$ cat src/rtl/maps_pkg.sv
// Shared constants, register indexes and control structs of the pulse shaper.
package maps_pkg;

  localparam int unsigned DeltaW     = 8;
  localparam int unsigned MagW       = 8;
  localparam int unsigned DeadW      = 7;
  localparam int unsigned DivW       = 12;
  localparam int unsigned ResW       = 16;
  localparam int unsigned FullScale  = 128;
  localparam int unsigned FullSq     = FullScale * FullScale;
  localparam int unsigned SqW        = $clog2(FullSq) + 1;
  localparam int unsigned SqShift    = $clog2(FullSq);
  localparam int unsigned ProdW      = DivW + SqW;
  localparam int unsigned DivSteps   = ResW;
  localparam int unsigned CntW       = $clog2(DivSteps);
  localparam int unsigned CfgIdxW    = 2;
  localparam int unsigned CfgDataW   = 12;
  localparam int unsigned InTdataW   = 8;
  localparam int unsigned OutTdataW  = 8;

  // Register indexes on the config port
  localparam logic [CfgIdxW-1:0] CfgDeadBand = 2'd0;
  localparam logic [CfgIdxW-1:0] CfgSlowDiv  = 2'd1;
  localparam logic [CfgIdxW-1:0] CfgFastDiv  = 2'd2;

  // Register reset values
  localparam logic [DeadW-1:0] DeadRst = 7'd0;
  localparam logic [DivW-1:0]  SlowRst = 12'd64;
  localparam logic [DivW-1:0]  FastRst = 12'd8;

  // Pulse direction codes
  localparam logic [1:0] DirNone = 2'b00;
  localparam logic [1:0] DirPos  = 2'b01;
  localparam logic [1:0] DirNeg  = 2'b11;

  // Controller to datapath commands
  typedef struct packed {
    logic load;      // capture input beat
    logic square;    // mag^2 and dead band compare
    logic mul;       // curve products and residue sum
    logic curve;     // divisor and divider setup
    logic div_step;  // one restoring divide step
    logic finish;    // write result, update residue
  } cmd_t;

  // Datapath to controller status
  typedef struct packed {
    logic skip;      // delta inside the dead band
    logic div_last;  // this is the final divide step
    logic out_free;  // output register can take a result
  } sts_t;

endpackage

$ cat src/rtl/motion_to_arrow_pulse_shaper_core.sv
// Top level of the motion-to-arrow pulse shaper.
// One sample is taken at a time. A sample outside the dead band goes from acceptance
// to the next ready through accept, square, the two curve products and the divisor,
// the one-bit-per-cycle restoring divider that yields the residue remainder, and the
// result write; a sample inside the dead band skips the products, divisor and divide.
// The result sits in an output register, so the next sample is taken while it waits.
// tdata bits: in [7:0] motion_delta; out [0] pulse_fire, [2:1] pulse_direction.
module motion_to_arrow_pulse_shaper_core (
  input  logic                                  clk_i,
  input  logic                                  rst_ni,
  input  logic                                  cfg_we_i,
  input  logic [maps_pkg::CfgIdxW-1:0]          cfg_idx_i,
  input  logic [maps_pkg::CfgDataW-1:0]         cfg_data_i,
  input  logic                                  s_axis_tvalid,
  output logic                                  s_axis_tready,
  input  logic [maps_pkg::InTdataW-1:0]         s_axis_tdata,   // [7:0] motion_delta
  output logic                                  m_axis_tvalid,
  input  logic                                  m_axis_tready,
  output logic [maps_pkg::OutTdataW-1:0]        m_axis_tdata    // [0] pulse_fire,
                                                                // [2:1] pulse_direction
);

  maps_pkg::cmd_t cmd;
  maps_pkg::sts_t sts;
  logic           out_fire;
  logic [1:0]     out_dir;

  maps_ctrl u_ctrl (
    .clk_i      (clk_i),
    .rst_ni     (rst_ni),
    .in_valid_i (s_axis_tvalid),
    .in_ready_o (s_axis_tready),
    .sts_i      (sts),
    .cmd_o      (cmd)
  );

  maps_datapath u_dp (
    .clk_i       (clk_i),
    .rst_ni      (rst_ni),
    .cfg_we_i    (cfg_we_i),
    .cfg_idx_i   (cfg_idx_i),
    .cfg_data_i  (cfg_data_i),
    .delta_i     (s_axis_tdata[maps_pkg::DeltaW-1:0]),
    .cmd_i       (cmd),
    .sts_o       (sts),
    .out_valid_o (m_axis_tvalid),
    .out_ready_i (m_axis_tready),
    .out_fire_o  (out_fire),
    .out_dir_o   (out_dir)
  );

  assign m_axis_tdata = {5'b00000, out_dir, out_fire};

endmodule

$ cat src/rtl/maps_ctrl.sv
// Sequencer for one sample: square, multiply, divisor, serial divide, finish.
module maps_ctrl (
  input  logic            clk_i,
  input  logic            rst_ni,
  input  logic            in_valid_i,
  output logic            in_ready_o,
  input  maps_pkg::sts_t  sts_i,
  output maps_pkg::cmd_t  cmd_o
);

  typedef enum logic [2:0] {
    StIdle,
    StSquare,
    StMul,
    StCurve,
    StDiv,
    StFinish
  } state_e;

  state_e state_q, state_d;

  // Next state and command decode
  always_comb begin
    state_d    = state_q;
    cmd_o      = '0;
    in_ready_o = 1'b0;
    case (state_q)
      StIdle: begin
        in_ready_o = 1'b1;
        if (in_valid_i) begin
          cmd_o.load = 1'b1;
          state_d    = StSquare;
        end
      end
      StSquare: begin
        cmd_o.square = 1'b1;
        state_d      = StMul;
      end
      StMul: begin
        if (sts_i.skip) begin
          state_d = StFinish;
        end else begin
          cmd_o.mul = 1'b1;
          state_d   = StCurve;
        end
      end
      StCurve: begin
        cmd_o.curve = 1'b1;
        state_d     = StDiv;
      end
      StDiv: begin
        cmd_o.div_step = 1'b1;
        if (sts_i.div_last) begin
          state_d = StFinish;
        end
      end
      StFinish: begin
        if (sts_i.out_free) begin
          cmd_o.finish = 1'b1;
          state_d      = StIdle;
        end
      end
      default: begin
        state_d = StIdle;
      end
    endcase
  end

  always_ff @(posedge clk_i or negedge rst_ni) begin
    if (!rst_ni) begin
      state_q <= StIdle;
    end else begin
      state_q <= state_d;
    end
  end

endmodule

$ cat src/rtl/maps_datapath.sv
// Config registers, residue, divisor curve, serial divider and output register.
module maps_datapath (
  input  logic                                 clk_i,
  input  logic                                 rst_ni,
  input  logic                                 cfg_we_i,
  input  logic [maps_pkg::CfgIdxW-1:0]         cfg_idx_i,
  input  logic [maps_pkg::CfgDataW-1:0]        cfg_data_i,
  input  logic signed [maps_pkg::DeltaW-1:0]   delta_i,
  input  maps_pkg::cmd_t                       cmd_i,
  output maps_pkg::sts_t                       sts_o,
  output logic                                 out_valid_o,
  input  logic                                 out_ready_i,
  output logic                                 out_fire_o,
  output logic [1:0]                           out_dir_o
);

  // Config registers
  logic [maps_pkg::DeadW-1:0] dead_q;
  logic [maps_pkg::DivW-1:0]  slow_q, fast_q;

  always_ff @(posedge clk_i or negedge rst_ni) begin
    if (!rst_ni) begin
      dead_q <= maps_pkg::DeadRst;
      slow_q <= maps_pkg::SlowRst;
      fast_q <= maps_pkg::FastRst;
    end else if (cfg_we_i) begin
      case (cfg_idx_i)
        maps_pkg::CfgDeadBand: dead_q <= cfg_data_i[maps_pkg::DeadW-1:0];
        maps_pkg::CfgSlowDiv:  slow_q <= cfg_data_i[maps_pkg::DivW-1:0];
        maps_pkg::CfgFastDiv:  fast_q <= cfg_data_i[maps_pkg::DivW-1:0];
        default: ;
      endcase
    end
  end

  // Working registers for one sample
  logic signed [maps_pkg::DeltaW-1:0] delta_q;
  logic [maps_pkg::MagW-1:0]          mag_q;
  logic [maps_pkg::SqW-1:0]           sq_q;
  logic                               skip_q;
  logic [maps_pkg::ProdW-1:0]         p_slow_q, p_fast_q;
  logic [maps_pkg::DivW-1:0]          div_q;
  logic                               neg_q;
  logic [maps_pkg::ResW-1:0]          dvd_q;
  logic [maps_pkg::DivW-1:0]          rem_q;
  logic [maps_pkg::CntW-1:0]          cnt_q;
  logic                               fire_q;
  logic signed [maps_pkg::ResW-1:0]   residue_q;

  logic [2*maps_pkg::MagW-1:0]        sq_full;
  logic [maps_pkg::SqW-1:0]           sq_rest;
  logic signed [maps_pkg::ResW-1:0]   sum_r;
  logic [maps_pkg::ProdW-1:0]         num;
  logic [maps_pkg::ProdW-maps_pkg::SqShift-1:0] quo;
  logic [maps_pkg::DivW:0]            trial;
  logic                               trial_ge;
  logic [maps_pkg::DivW+1:0]          rem_x3;
  logic [maps_pkg::DivW-1:0]          decayed;

  assign sq_full  = mag_q * mag_q;
  assign sq_rest  = maps_pkg::SqW'(maps_pkg::FullSq) - sq_q;
  assign sum_r    = residue_q + maps_pkg::ResW'(delta_q);
  assign num      = p_slow_q + p_fast_q;
  assign quo      = num[maps_pkg::ProdW-1:maps_pkg::SqShift];
  // Restoring step: bring down the next dividend bit
  assign trial    = {rem_q, dvd_q[maps_pkg::ResW-1]};
  assign trial_ge = trial >= {1'b0, div_q};
  // 3/4 decay on the remainder magnitude, truncating toward zero
  assign rem_x3   = {2'b00, rem_q} + {1'b0, rem_q, 1'b0};
  assign decayed  = rem_x3[maps_pkg::DivW+1:2];

  always_ff @(posedge clk_i) begin
    if (cmd_i.load) begin
      delta_q <= delta_i;
      mag_q   <= delta_i[maps_pkg::DeltaW-1] ? maps_pkg::MagW'(-delta_i)
                                             : maps_pkg::MagW'(delta_i);
    end
    if (cmd_i.square) begin
      sq_q   <= sq_full[maps_pkg::SqW-1:0];
      skip_q <= mag_q <= {1'b0, dead_q};
    end
    if (cmd_i.mul) begin
      p_slow_q <= maps_pkg::ProdW'(slow_q) * maps_pkg::ProdW'(sq_rest);
      p_fast_q <= maps_pkg::ProdW'(fast_q) * maps_pkg::ProdW'(sq_q);
      neg_q    <= sum_r[maps_pkg::ResW-1];
      dvd_q    <= sum_r[maps_pkg::ResW-1] ? maps_pkg::ResW'(-sum_r)
                                          : maps_pkg::ResW'(sum_r);
    end
    if (cmd_i.curve) begin
      // A zero curve result counts as a divisor of one
      div_q  <= (quo == '0) ? maps_pkg::DivW'(1) : quo[maps_pkg::DivW-1:0];
      rem_q  <= '0;
      cnt_q  <= '0;
      fire_q <= 1'b0;
    end
    if (cmd_i.div_step) begin
      rem_q  <= trial_ge ? maps_pkg::DivW'(trial - {1'b0, div_q})
                         : trial[maps_pkg::DivW-1:0];
      dvd_q  <= {dvd_q[maps_pkg::ResW-2:0], 1'b0};
      cnt_q  <= cnt_q + 1'b1;
      fire_q <= fire_q | trial_ge;
    end
  end

  // Residue: keeps decayed remainder, untouched inside the dead band
  always_ff @(posedge clk_i or negedge rst_ni) begin
    if (!rst_ni) begin
      residue_q <= '0;
    end else if (cmd_i.finish && !skip_q) begin
      residue_q <= neg_q ? -maps_pkg::ResW'(decayed) : maps_pkg::ResW'(decayed);
    end
  end

  // Output register
  logic       out_valid_q;
  logic       out_fire_q;
  logic [1:0] out_dir_q;

  always_ff @(posedge clk_i or negedge rst_ni) begin
    if (!rst_ni) begin
      out_valid_q <= 1'b0;
    end else if (cmd_i.finish) begin
      out_valid_q <= 1'b1;
    end else if (out_ready_i) begin
      out_valid_q <= 1'b0;
    end
  end

  always_ff @(posedge clk_i) begin
    if (cmd_i.finish) begin
      out_fire_q <= fire_q && !skip_q;
      out_dir_q  <= (fire_q && !skip_q) ? (neg_q ? maps_pkg::DirNeg : maps_pkg::DirPos)
                                        : maps_pkg::DirNone;
    end
  end

  assign sts_o.skip     = skip_q;
  assign sts_o.div_last = cnt_q == maps_pkg::CntW'(maps_pkg::DivSteps - 1);
  assign sts_o.out_free = !out_valid_q || out_ready_i;
  assign out_valid_o    = out_valid_q;
  assign out_fire_o     = out_fire_q;
  assign out_dir_o      = out_dir_q;

endmodule

$ cat config.mk
export PLATFORM = sky130hd
export DESIGN_NAME = motion_to_arrow_pulse_shaper_core
export DESIGN_NICKNAME = d
export VERILOG_FILES = /design/src/rtl/maps_pkg.sv /design/src/rtl/motion_to_arrow_pulse_shaper_core.sv /design/src/rtl/maps_ctrl.sv /design/src/rtl/maps_datapath.sv
export SDC_FILE = /design/constraint.sdc
export NUM_CORES = 1
export LEC_CHECK = 0
export BUFFER_PORTS_ARGS = -buffer_cell sky130_fd_sc_hd__buf_2
export CAP_MARGIN = 10
export CORE_MARGIN = 2
export CORE_UTILIZATION = 35
export CTS_BUF_LIST = sky130_fd_sc_hd__clkbuf_8
export DETAILED_ROUTE_END_ITERATION = 10
export PLACE_DENSITY_LB_ADDON = 0.08
export SLEW_MARGIN = 10
export SYNTH_ARGS = -nofsm -noshare
export SYNTH_HDL_FRONTEND = slang
export SYNTH_SLANG_ARGS = --single-unit
$ cat constraint.sdc
create_clock -name clk_i -period 7.8 [get_ports clk_i]
set_input_delay 0.78 -clock clk_i [delete_from_list [all_inputs] [get_ports clk_i]]
set_output_delay 0.78 -clock clk_i [all_outputs]
set_load 0.01 [all_outputs]
After elaboration in Yosys (flattened, before gate mapping)
Cells that the tools add are included.
{"block": "totals", "output_inout_bits": 10, "regBits": 186}
{"block": "classes", "mul": 3, "n_reduce_logical": 15, "muxes": 30, "n_lt_le_gt_ge": 2, "n_eq_ne": 11, "add_sub_neg": 9, "bitwise_logic": 1}
{"cell": "two-way mux 16 bit", "count": 4}
{"cell": "multiplier 12 x 15 -> 27 bit", "count": 2}
{"cell": "two-way mux 12 bit", "count": 3}
{"cell": "adder 27 bit", "count": 1}
{"cell": "one-hot mux 3 bit (6 select lines)", "count": 1}
{"cell": "adder 16 x 8 -> 16 bit", "count": 1}
{"cell": "negation 12 -> 16 bit", "count": 1}
{"cell": "negation 16 bit", "count": 1}
{"cell": "multiplier 8 x 8 -> 15 bit", "count": 1}
{"cell": "subtractor 15 bit, first input constant", "count": 1}
{"cell": "adder 12 x 13 -> 14 bit", "count": 1}
{"cell": "two-way mux 1 bit", "count": 14}
{"cell": "greater-or-equal comparator 13 x 12 -> 1 bit", "count": 1}
{"cell": "zero test 13 bit", "count": 1}
{"cell": "two-way mux 3 bit", "count": 4}
{"cell": "subtractor 12 bit", "count": 1}
{"cell": "less-or-equal comparator 8 x 7 -> 1 bit", "count": 1}
{"cell": "two-way mux 4 bit", "count": 2}
{"cell": "negation 8 bit", "count": 1}
{"cell": "two-way mux 7 bit", "count": 1}
{"cell": "== test 3 x 2 -> 1 bit, second input constant", "count": 2}
{"cell": "== test 3 bit, second input constant", "count": 2}
{"cell": "!= test 2 bit, second input constant", "count": 3}
{"cell": "AND reduction 2 bit", "count": 3}
{"cell": "14 further kinds", "count": 18}

Depth between registers and ports, before layout
Gate-level depths: netlist of run 1.
{"block": "depth", "word_depth": 5, "depth_mapped": 27, "ltp_nobuf": 25}

Cells and area by module
Synthesis of run 1 repeated with hierarchy kept, for this count alone.
{"block": "hier_totals", "cells_unflattened": 2349, "hier_area_um2": 22545.4}
{"module": "maps_datapath", "cells_each": 2317, "area_per_inst_um2": 22287.6, "n_inst": 1, "seq_area_each_um2": 5187.5}
{"module": "maps_ctrl", "cells_each": 25, "area_per_inst_um2": 209.0, "n_inst": 1, "seq_area_each_um2": 75.1}
{"module": "motion_to_arrow_pulse_shaper_core", "cells_each": 7, "area_per_inst_um2": 48.8, "n_inst": 1, "seq_area_each_um2": 0.0}

Worst setup path after synthesis of run 1
Ideal clock, no wire load.
{"block": "synth_timing", "path_kind": "register -> register", "startpoint": "register u_dp.sq_q[0] in the netlist's numbering", "endpoint": "register u_dp.p_slow_q[25] in the netlist's numbering (data pin)", "period_less_slack_ps": 6730, "t_arrival_ps": 6473, "n_path_buf": 1, "stages_incl_launch_ff": 26, "path_slack_ps": 1070, "required_ps": 7542, "setup_ps": 258, "path_cell_list": "edfxtp_1 -> nor3_1 -> nand2b_1 -> nor3_1 -> nand2_1 -> or4_1 -> xor2_1 -> clkbuf_1 -> nand2_1 -> fa_1 -> fa_1 -> inv_1 -> fa_1 -> fa_1 -> inv_1 -> fa_1 -> inv_1 -> ha_1 -> and2_1 -> a22o_1 -> a211o_1 -> nand4_1 -> nand4_1 -> a31o_2 -> a21oi_1 -> xnor2_1"}
{"block": "synth_between", "elab_chain_len": 2}
{"element": "start, declared", "line_no": "maps_datapath.sv:39", "text": "logic [maps_pkg::SqW-1:0] sq_q;"}
{"element": "start signal, assigned", "line_no": "maps_datapath.sv:79", "text": "sq_q <= sq_full[maps_pkg::SqW-1:0];"}
{"element": "subtractor 15 bit", "line_no": "maps_datapath.sv:61", "text": "assign sq_rest = maps_pkg::SqW'(maps_pkg::FullSq) - sq_q;"}
{"element": "multiplier 12 x 15 -> 27 bit", "line_no": "maps_datapath.sv:83", "text": "p_slow_q <= maps_pkg::ProdW'(slow_q) * maps_pkg::ProdW'(sq_rest);"}
{"element": "end signal, assigned", "line_no": "maps_datapath.sv:83"}
{"element": "end, declared", "line_no": "maps_datapath.sv:41", "text": "logic [maps_pkg::ProdW-1:0] p_slow_q, p_fast_q;"}
No other way between the ends.
A chain may end at the register's enable or synchronous reset.

Final worst setup path of run 1
{"block": "layout_timing", "startpoint": "register u_dp.sq_q[5] in the netlist's numbering", "endpoint": "register u_dp.p_slow_q[25] in the netlist's numbering (data pin)"}
The elaborated chain is that of the path after synthesis.

==> flow_metrics.env, run 1 <==
export IMPL_rsz0062_at_grt="false"
export IMPL_grt_ovfl_total=0
export IMPL_critical_path_buf_inv_count=3
export IMPL_critPathTopFamily="adder cells"
export IMPL_finalHoldViolCount=0
export IMPL_core_area_sq_um=64460
export IMPL_wirelength_mm=58.00
export IMPL_synth_cell_types=77
export IMPL_startpoint="u_dp.sq_q[5]$_DFFE_PP_"
export IMPL_dp_hpwl_mm=46.86
export IMPL_r2r_start="u_dp.sq_q[5]$_DFFE_PP_"
export IMPL_seq_area_frac_synth_pct=23.09
export IMPL_drive_above_1_share_pct=5.752
export IMPL_start_kind="flop"
export IMPL_slowest_stage="or4b_2"
export IMPL_synth_edf_count=132
export IMPL_ant_nets=0
export IMPL_grt_pass1_vias=16940
export IMPL_cts_sinks=184
export IMPL_htreeDepth=4
export IMPL_placed_cell_area_sq_um=23920
export IMPL_path_clk_slew_ns=0.13
export IMPL_synth_area_sq_um=22790
export IMPL_regToRegSetupSlack_ns=0.69
export IMPL_wl_per_cell_microns=17.81
export IMPL_cp_common_cell="fa_1"
export IMPL_cp_arrival_ns=7.41
export IMPL_synth_cells=2381
export IMPL_cts_setup_buffers=0
export IMPL_max_stage_delay_ns=0.66
export IMPL_clock_skew_ns=0.03752
export IMPL_synth_area_per_cell_sq_um=9.571
export IMPL_async_reset_ff_share_pct=27.72
export IMPL_instances_no_fill=3256
export IMPL_min_period_ns=7.108
export IMPL_gp_congestion=0.8227
export IMPL_holdCritPathClass="input port to async pin"
export IMPL_tightest_slew_ns=1.125
export IMPL_worstReg2RegEnd="u_dp.p_slow_q[25]$_DFFE_PP_"
export IMPL_die_width_microns=259.2
export IMPL_slew_limit_headroom_pct=24.46
export IMPL_synthTopCellsByCount="412 x inv_1, 292 x nand2_1, 281 x fa_1, 237 x ha_1, 170 x and2_1"
export IMPL_dr_pass1_iters=5
export IMPL_grt_start_max_net_pins=60
export IMPL_antenna_found_initial=2
export IMPL_path_cells="nor3_1, nand3b_1, or4b_2, xor2_1, nand2_1, fa_1, fa_1, inv_1, fa_1, fa_1, inv_1, fa_1, inv_1, ha_1, and2_1, a22o_1, a211o_1, nand4_1, nand4_1, a31o_2, a21oi_1, xnor2_1"
export IMPL_cts_path_max_buffers=2
export IMPL_fp_row_count=93
export IMPL_ys_warn_count=0
export IMPL_setup_violations=0
export IMPL_ys_seq_elements=184
export IMPL_cts_hold_buffers_added=0
export IMPL_endpoint="u_dp.p_slow_q[25]$_DFFE_PP_"
export IMPL_track_usage_pct=18.16
export IMPL_ctsResizeCount=0
export IMPL_port_buffer_count=31
export IMPL_max_freq_mhz=140.7
export IMPL_initial_core_util_pct=35.35
export IMPL_routed_via_density=4.839
export IMPL_dieArea_sq_um=67170
export IMPL_grt_pass1_wl_mm=94.45
export IMPL_cp_num_cells=22
export IMPL_drc=0
export IMPL_clk_latency_ns=0.58
export IMPL_area_growth_pct=6.792
export IMPL_route_vias_total=15760
export IMPL_worstPathRequired_ns=8.10
export IMPL_synth_most_common_cell="inv_1"
export IMPL_cts_tree="yes"
export IMPL_finalMaxSlewViolations=0
export IMPL_drtIter0Drc=813
export IMPL_worstSetupPathType="flop to flop"
export IMPL_ys_top_cells_by_area="fa_1 25%, edfxtp_1 17%, ha_1 13%"
export IMPL_status="finished, final reports clean"
export IMPL_period_share_pct=91.13
export IMPL_finalNetCount=2931
export IMPL_numCtsBuffers=17
export IMPL_root_buffer="clkbuf_8"
export IMPL_dpl_cell_count=3222
export IMPL_cap_violations=0
export IMPL_final_area_sq_um=24340
export IMPL_yosysTopAreaCell="fa_1"
export IMPL_synth_top_area_share_pct=24.68
export IMPL_synth_flop_cell="edfxtp_1"
export IMPL_fp_dieH_microns=259.2
export IMPL_ioPinCount=37
export IMPL_worstPathMaxFanout=17
export IMPL_ff2ff_path_depth=22
export IMPL_tns_ns=0
export IMPL_end_kind="flop"
[stage by stage]
stage	utilization (%)	setup WS, ns	hold slack (ns)
final	37.75	0.6920	0.3471
after global routing	37.75	0.1743	0.3694
after CTS	37.75	0.6686	0.3122
after detailed placement	37.11	0.7057	0.4524
after global placement	37.11	0.8009	0.4468
after floorplan	-	1.070	0.4366
[cell usage in the layout (no fill, tap or decap), types with 44 or more instances in the layout]
cell      synthesis  layout
xor2_1           44      44
ha_1            237     237
nand2_1         292     292
a21oi_1          71      71
xnor2_1          92      92
fa_1            281     281
dfrtp_1          49      49
inv_1           412     412
nor2_1           65      65
and2_1          170     170
edfxtp_1        132     132
o21ai_0          77      77
[state kept, by name, indices dropped and copies added, names as in the netlist, 12 cells and up]
name / cells
u_dp.slow_q: 12
u_dp.sq_q: 14
u_dp.p_fast_q: 27
u_dp.p_slow_q: 27
u_dp.rem_q: 12
u_dp.dvd_q: 16
u_dp.fast_q: 12
u_dp.residue_q: 16
u_dp.div_q: 12
[cell type report]
cell class | instances | area [sq um]
repair buffers | 57 | 350.3
flip-flops and latches | 184 | 5263
well taps | 855 | 1070
clock buffers | 18 | 247.7
fillers | 6530 | 40130
inverters | 413 | 1550
diodes | 2 | 5.005
multi-input cells | 1713 | 15690
clock inverters | 14 | 160.2
[routing by layer]
layer | up-vias | wire, microns | global-route usage, %
met1 | 7875 | 28760 | 25.79
met4 | 0 | 794 | 4.151
li1 | 7683 | - | -
met5 | - | 0 | 0
met3 | 35 | 1253 | 1.787
met2 | 162 | 27190 | 29.92
[cell families after synthesis]
| family | Yosys count | synth area share (%) |
|---|---|---|
| flip-flops | 184 | 23.09 |
| AO/OA/AOI/OAI | 303 | 8.598 |
| multiplexers | 31 | 1.504 |
| other | 2 | 0.03295 |
| XOR/XNOR | 136 | 5.227 |
| AND/OR/NAND/NOR | 713 | 15.61 |
| adder cells (fa/ha/maj) | 518 | 37.70 |
| buffers and inverters | 494 | 8.241 |
[how the worst min path moves through the flow]
stage,to,start,slack [ns],depth (start not counted)
floorplan,u_dp.dvd_q[0]$_SDFFE_PP0P_,u_dp.dvd_q[0]$_SDFFE_PP0P_,0.44,2
global placement,u_dp.dvd_q[0]$_SDFFE_PP0P_,u_dp.dvd_q[0]$_SDFFE_PP0P_,0.45,2
detailed placement,u_dp.dvd_q[0]$_SDFFE_PP0P_,u_dp.dvd_q[0]$_SDFFE_PP0P_,0.45,2
CTS,u_dp.residue_q[12]$_DFFE_PN0P_,rst_ni,0.31,2
global route,u_dp.residue_q[12]$_DFFE_PN0P_,rst_ni,0.37,2
finish,u_ctrl.state_q[2]$_DFFE_PN0P_,rst_ni,0.35,2
Power of run 1 is not shown: default switching activity piles up to over one toggle a cycle in this logic, so the estimate is an artifact.
==> inputs of run 2 (changes only) <==
--- a/config.mk
+++ b/config.mk
@@ -15,4 +15,5 @@
 export SLEW_MARGIN = 10
 export SYNTH_ARGS = -nofsm -noshare
 export SYNTH_HDL_FRONTEND = slang
+export SYNTH_HIERARCHICAL = 1
 export SYNTH_SLANG_ARGS = --single-unit
==> run 2 against run 1 <==
  * Utilization shrank 0.14 points
  * Cell count is 1.1% lower
  * Setup slack lost 0.19 ns
  * Cell area decreased by 0.90%
  * Critical path depth is the same
  * Largest cell class unchanged
  * Sequential share of layout area increased by 0.20 points
  * Via count decreased by 1.5%
==> flow_metrics.env, run 2 <==
export IMPL_status="finished, final reports clean"
export IMPL_routed_via_density=4.817
export IMPL_placed_cell_area_sq_um=23670
export IMPL_worstSetupPathType="flop to flop"
export IMPL_ant_nets=0
export IMPL_ff2ff_path_depth=22
export IMPL_mostFrequentLayoutCells="398 x inv_1, 328 x nand2_1, 281 x fa_1"
export IMPL_async_reset_ff_share_pct=27.72
export IMPL_clock_skew_ns=0.02896
export IMPL_die_width_microns=257.8
export IMPL_ctsResizeCount=0
export IMPL_gp_congestion=0.8401
export IMPL_synth_area_per_cell_sq_um=9.598
export IMPL_yosysTopAreaCell="fa_1"
export IMPL_cap_violations=0
export IMPL_synth_top_family_by_area="adder cells"
export IMPL_port_buffer_count=31
export IMPL_clk_latency_ns=0.56
export IMPL_drc=0
export IMPL_seq_area_frac_synth_pct=23.34
export IMPL_cts_sinks=184
export IMPL_synthSimpleGateAreaFrac_pct=15.02
export IMPL_htreeDepth=4
export IMPL_slew_limit_headroom_pct=19.86
export IMPL_fp_dieH_microns=257.8
export IMPL_setup_violations=0
export IMPL_antenna_found_initial=3
export IMPL_tns_ns=0
export IMPL_fin_ws_ns=0.4994
export IMPL_drive_above_1_share_pct=6.131
export IMPL_dp_hpwl_mm=45.64
export IMPL_core_area_sq_um=64120
export IMPL_finalNetCount=2898
export IMPL_layout_commonest_cell="inv_1"
export IMPL_min_period_ns=7.301
export IMPL_wl_per_cell_microns=17.84
export IMPL_synth_area_sq_um=22550
export IMPL_grt_pass1_vias=16410
export IMPL_ys_seq_elements=184
export IMPL_drtIter0Drc=881
export IMPL_finalHoldViolCount=0
export IMPL_synth_edf_count=132
export IMPL_regToRegSetupSlack_ns=0.50
export IMPL_worstReg2RegEnd="u_dp/p_slow_q[26]$_DFFE_PP_"
export IMPL_grt_start_max_net_pins=55
export IMPL_start_kind="flop"
export IMPL_worstPathRequired_ns=8.11
export IMPL_reg_top3="u_dp/p_fast_q x27, u_dp/p_slow_q x27"
export IMPL_cts_hold_buffers_added=0
export IMPL_numCtsBuffers=17
export IMPL_r2r_start="u_dp/sq_q[4]$_DFFE_PP_"
export IMPL_end_kind="flop"
export IMPL_period_share_pct=93.60
export IMPL_ys_warn_count=6
export IMPL_n_fill_cell=6456
export IMPL_cp_arrival_ns=7.61
export IMPL_cts_setup_buffers=0
export IMPL_synthMuxAreaShare_pct=1.654
export IMPL_synth_flop_cell="edfxtp_1"
export IMPL_grt_ovfl_total=0
export IMPL_fp_row_count=93
export IMPL_finalMaxSlewViolations=0
export IMPL_track_usage_pct=18.22
export IMPL_area_growth_pct=6.971
export IMPL_holdCritPathClass="input port to async pin"
export IMPL_cts_path_max_buffers=2
export IMPL_root_buffer="clkbuf_8"
export IMPL_post_place_ws_ns=0.1301
export IMPL_dr_pass1_iters=5
export IMPL_synthTopCellsByCount="398 x inv_1, 328 x nand2_1, 281 x fa_1, 238 x ha_1, 147 x and2_1"
export IMPL_tightest_slew_ns=1.193
export IMPL_max_freq_mhz=137.0
export IMPL_synth_most_common_cell="inv_1"
export IMPL_rsz0062_at_grt="false"
export IMPL_cts_tree="yes"
export IMPL_synth_top_area_share_pct=24.95
export IMPL_path_clk_slew_ns=0.11
export IMPL_worstPathMaxFanout=12
export IMPL_yosys_area_share_xor_xnor_pct=5.439
export IMPL_endpoint="u_dp/p_slow_q[26]$_DFFE_PP_"
export IMPL_synth_cells=2349
export IMPL_wirelength_mm=57.45
export IMPL_ys_top_cells_by_area="fa_1 25%, edfxtp_1 18%, ha_1 13%"
export IMPL_synth_cell_types=80
export IMPL_final_area_sq_um=24120
export IMPL_synth_fa_ha_area_share_pct=38.16
export IMPL_startpoint="u_dp/sq_q[4]$_DFFE_PP_"
export IMPL_route_vias_total=15520
export IMPL_initial_core_util_pct=35.16
export IMPL_grt_pass1_wl_mm=93.37
export IMPL_dieArea_sq_um=66460
export IMPL_ioPinCount=37
export IMPL_synth_compound_area_share_pct=8.119
==> run 2: critical path: stages, from the launching register on <==
cell and delay, ns:
edfxtp_1 0.40, nor4_1 0.41, nand2b_1 0.14, or3_1 0.44
nor3_1 0.29, xnor2_1 0.40, and2_1 0.33, fa_1 0.53
inv_1 0.05, fa_1 0.55, fa_1 0.43, fa_1 0.46
fa_1 0.50, inv_1 0.04, ha_1 0.34, a21o_1 0.21
a21o_1 0.18, a21o_1 0.20, a21o_1 0.20, o41ai_2 0.48
o2111ai_1 0.18, a21oi_1 0.19, xor2_1 0.10
==> run 2: layout make-up <==
type	count	area [sq um]	share of cell area, %
repair buffers	59	365.4	1.515
multi-input cells	1692	15500	64.29
clock inverters	15	185.2	0.7678
diodes	1	2.502	0.01038
flip-flops and latches	184	5263	21.82
inverters	398	1494	6.195
clock buffers	17	234.0	0.9702
well taps	855	1070	4.436
==> run 2: worst min path at each step <==
| stage | slack [ns] | from | endpoint | cells past startpoint |
|---|---|---|---|---|
| floorplan | 0.44 | u_dp/residue_q[3]$_DFFE_PN0P_ | u_dp/residue_q[3]$_DFFE_PN0P_ | 2 |
| global placement | 0.47 | u_dp/residue_q[14]$_DFFE_PN0P_ | u_dp/residue_q[14]$_DFFE_PN0P_ | 1 |
| detailed placement | 0.48 | u_dp/dvd_q[0]$_SDFFE_PP0P_ | u_dp/dvd_q[0]$_SDFFE_PP0P_ | 2 |
| CTS | 0.36 | rst_ni | u_dp/out_valid_o$_DFFE_PN0P_ | 2 |
| global route | 0.40 | rst_ni | u_dp/out_valid_o$_DFFE_PN0P_ | 2 |
| finish | 0.38 | rst_ni | u_dp/out_valid_o$_DFFE_PN0P_ | 2 |
==> run 2: cells by family (layout without fill, tap and decap cells) <==
kind of cell,Yosys count,in the layout
fa+ha+maj,519,519
flops,184,184
xor+xnor,140,140
simple gates,704,704
buf+inv,480,489
mux,34,34
other cells,3,11
compound gates,285,285
==> run 2: stage by stage <==
| step | std cells | hold slack (ns) | util [%] |
|---|---|---|---|
| final | 3221 | 0.3765 | 37.61 |
| after global routing | 3221 | 0.3995 | 37.61 |
| after global placement | 3188 | 0.4726 | 36.92 |
| after CTS | 3220 | 0.3585 | 37.57 |
| after detailed placement | 3188 | 0.4805 | 36.92 |
| after floorplan | 2356 | 0.4428 | - |
==> run 2: layer usage <==
layer	GRT usage [%]	share of wire [%]	vias to the layer above
met1	25.37	49	7766
met4	5.058	2.1	0
met5	0	0	-
li1	-	-	7506
met3	2.061	2.5	45
met2	30.01	47	200
Power of run 2 is left out for the same reason.
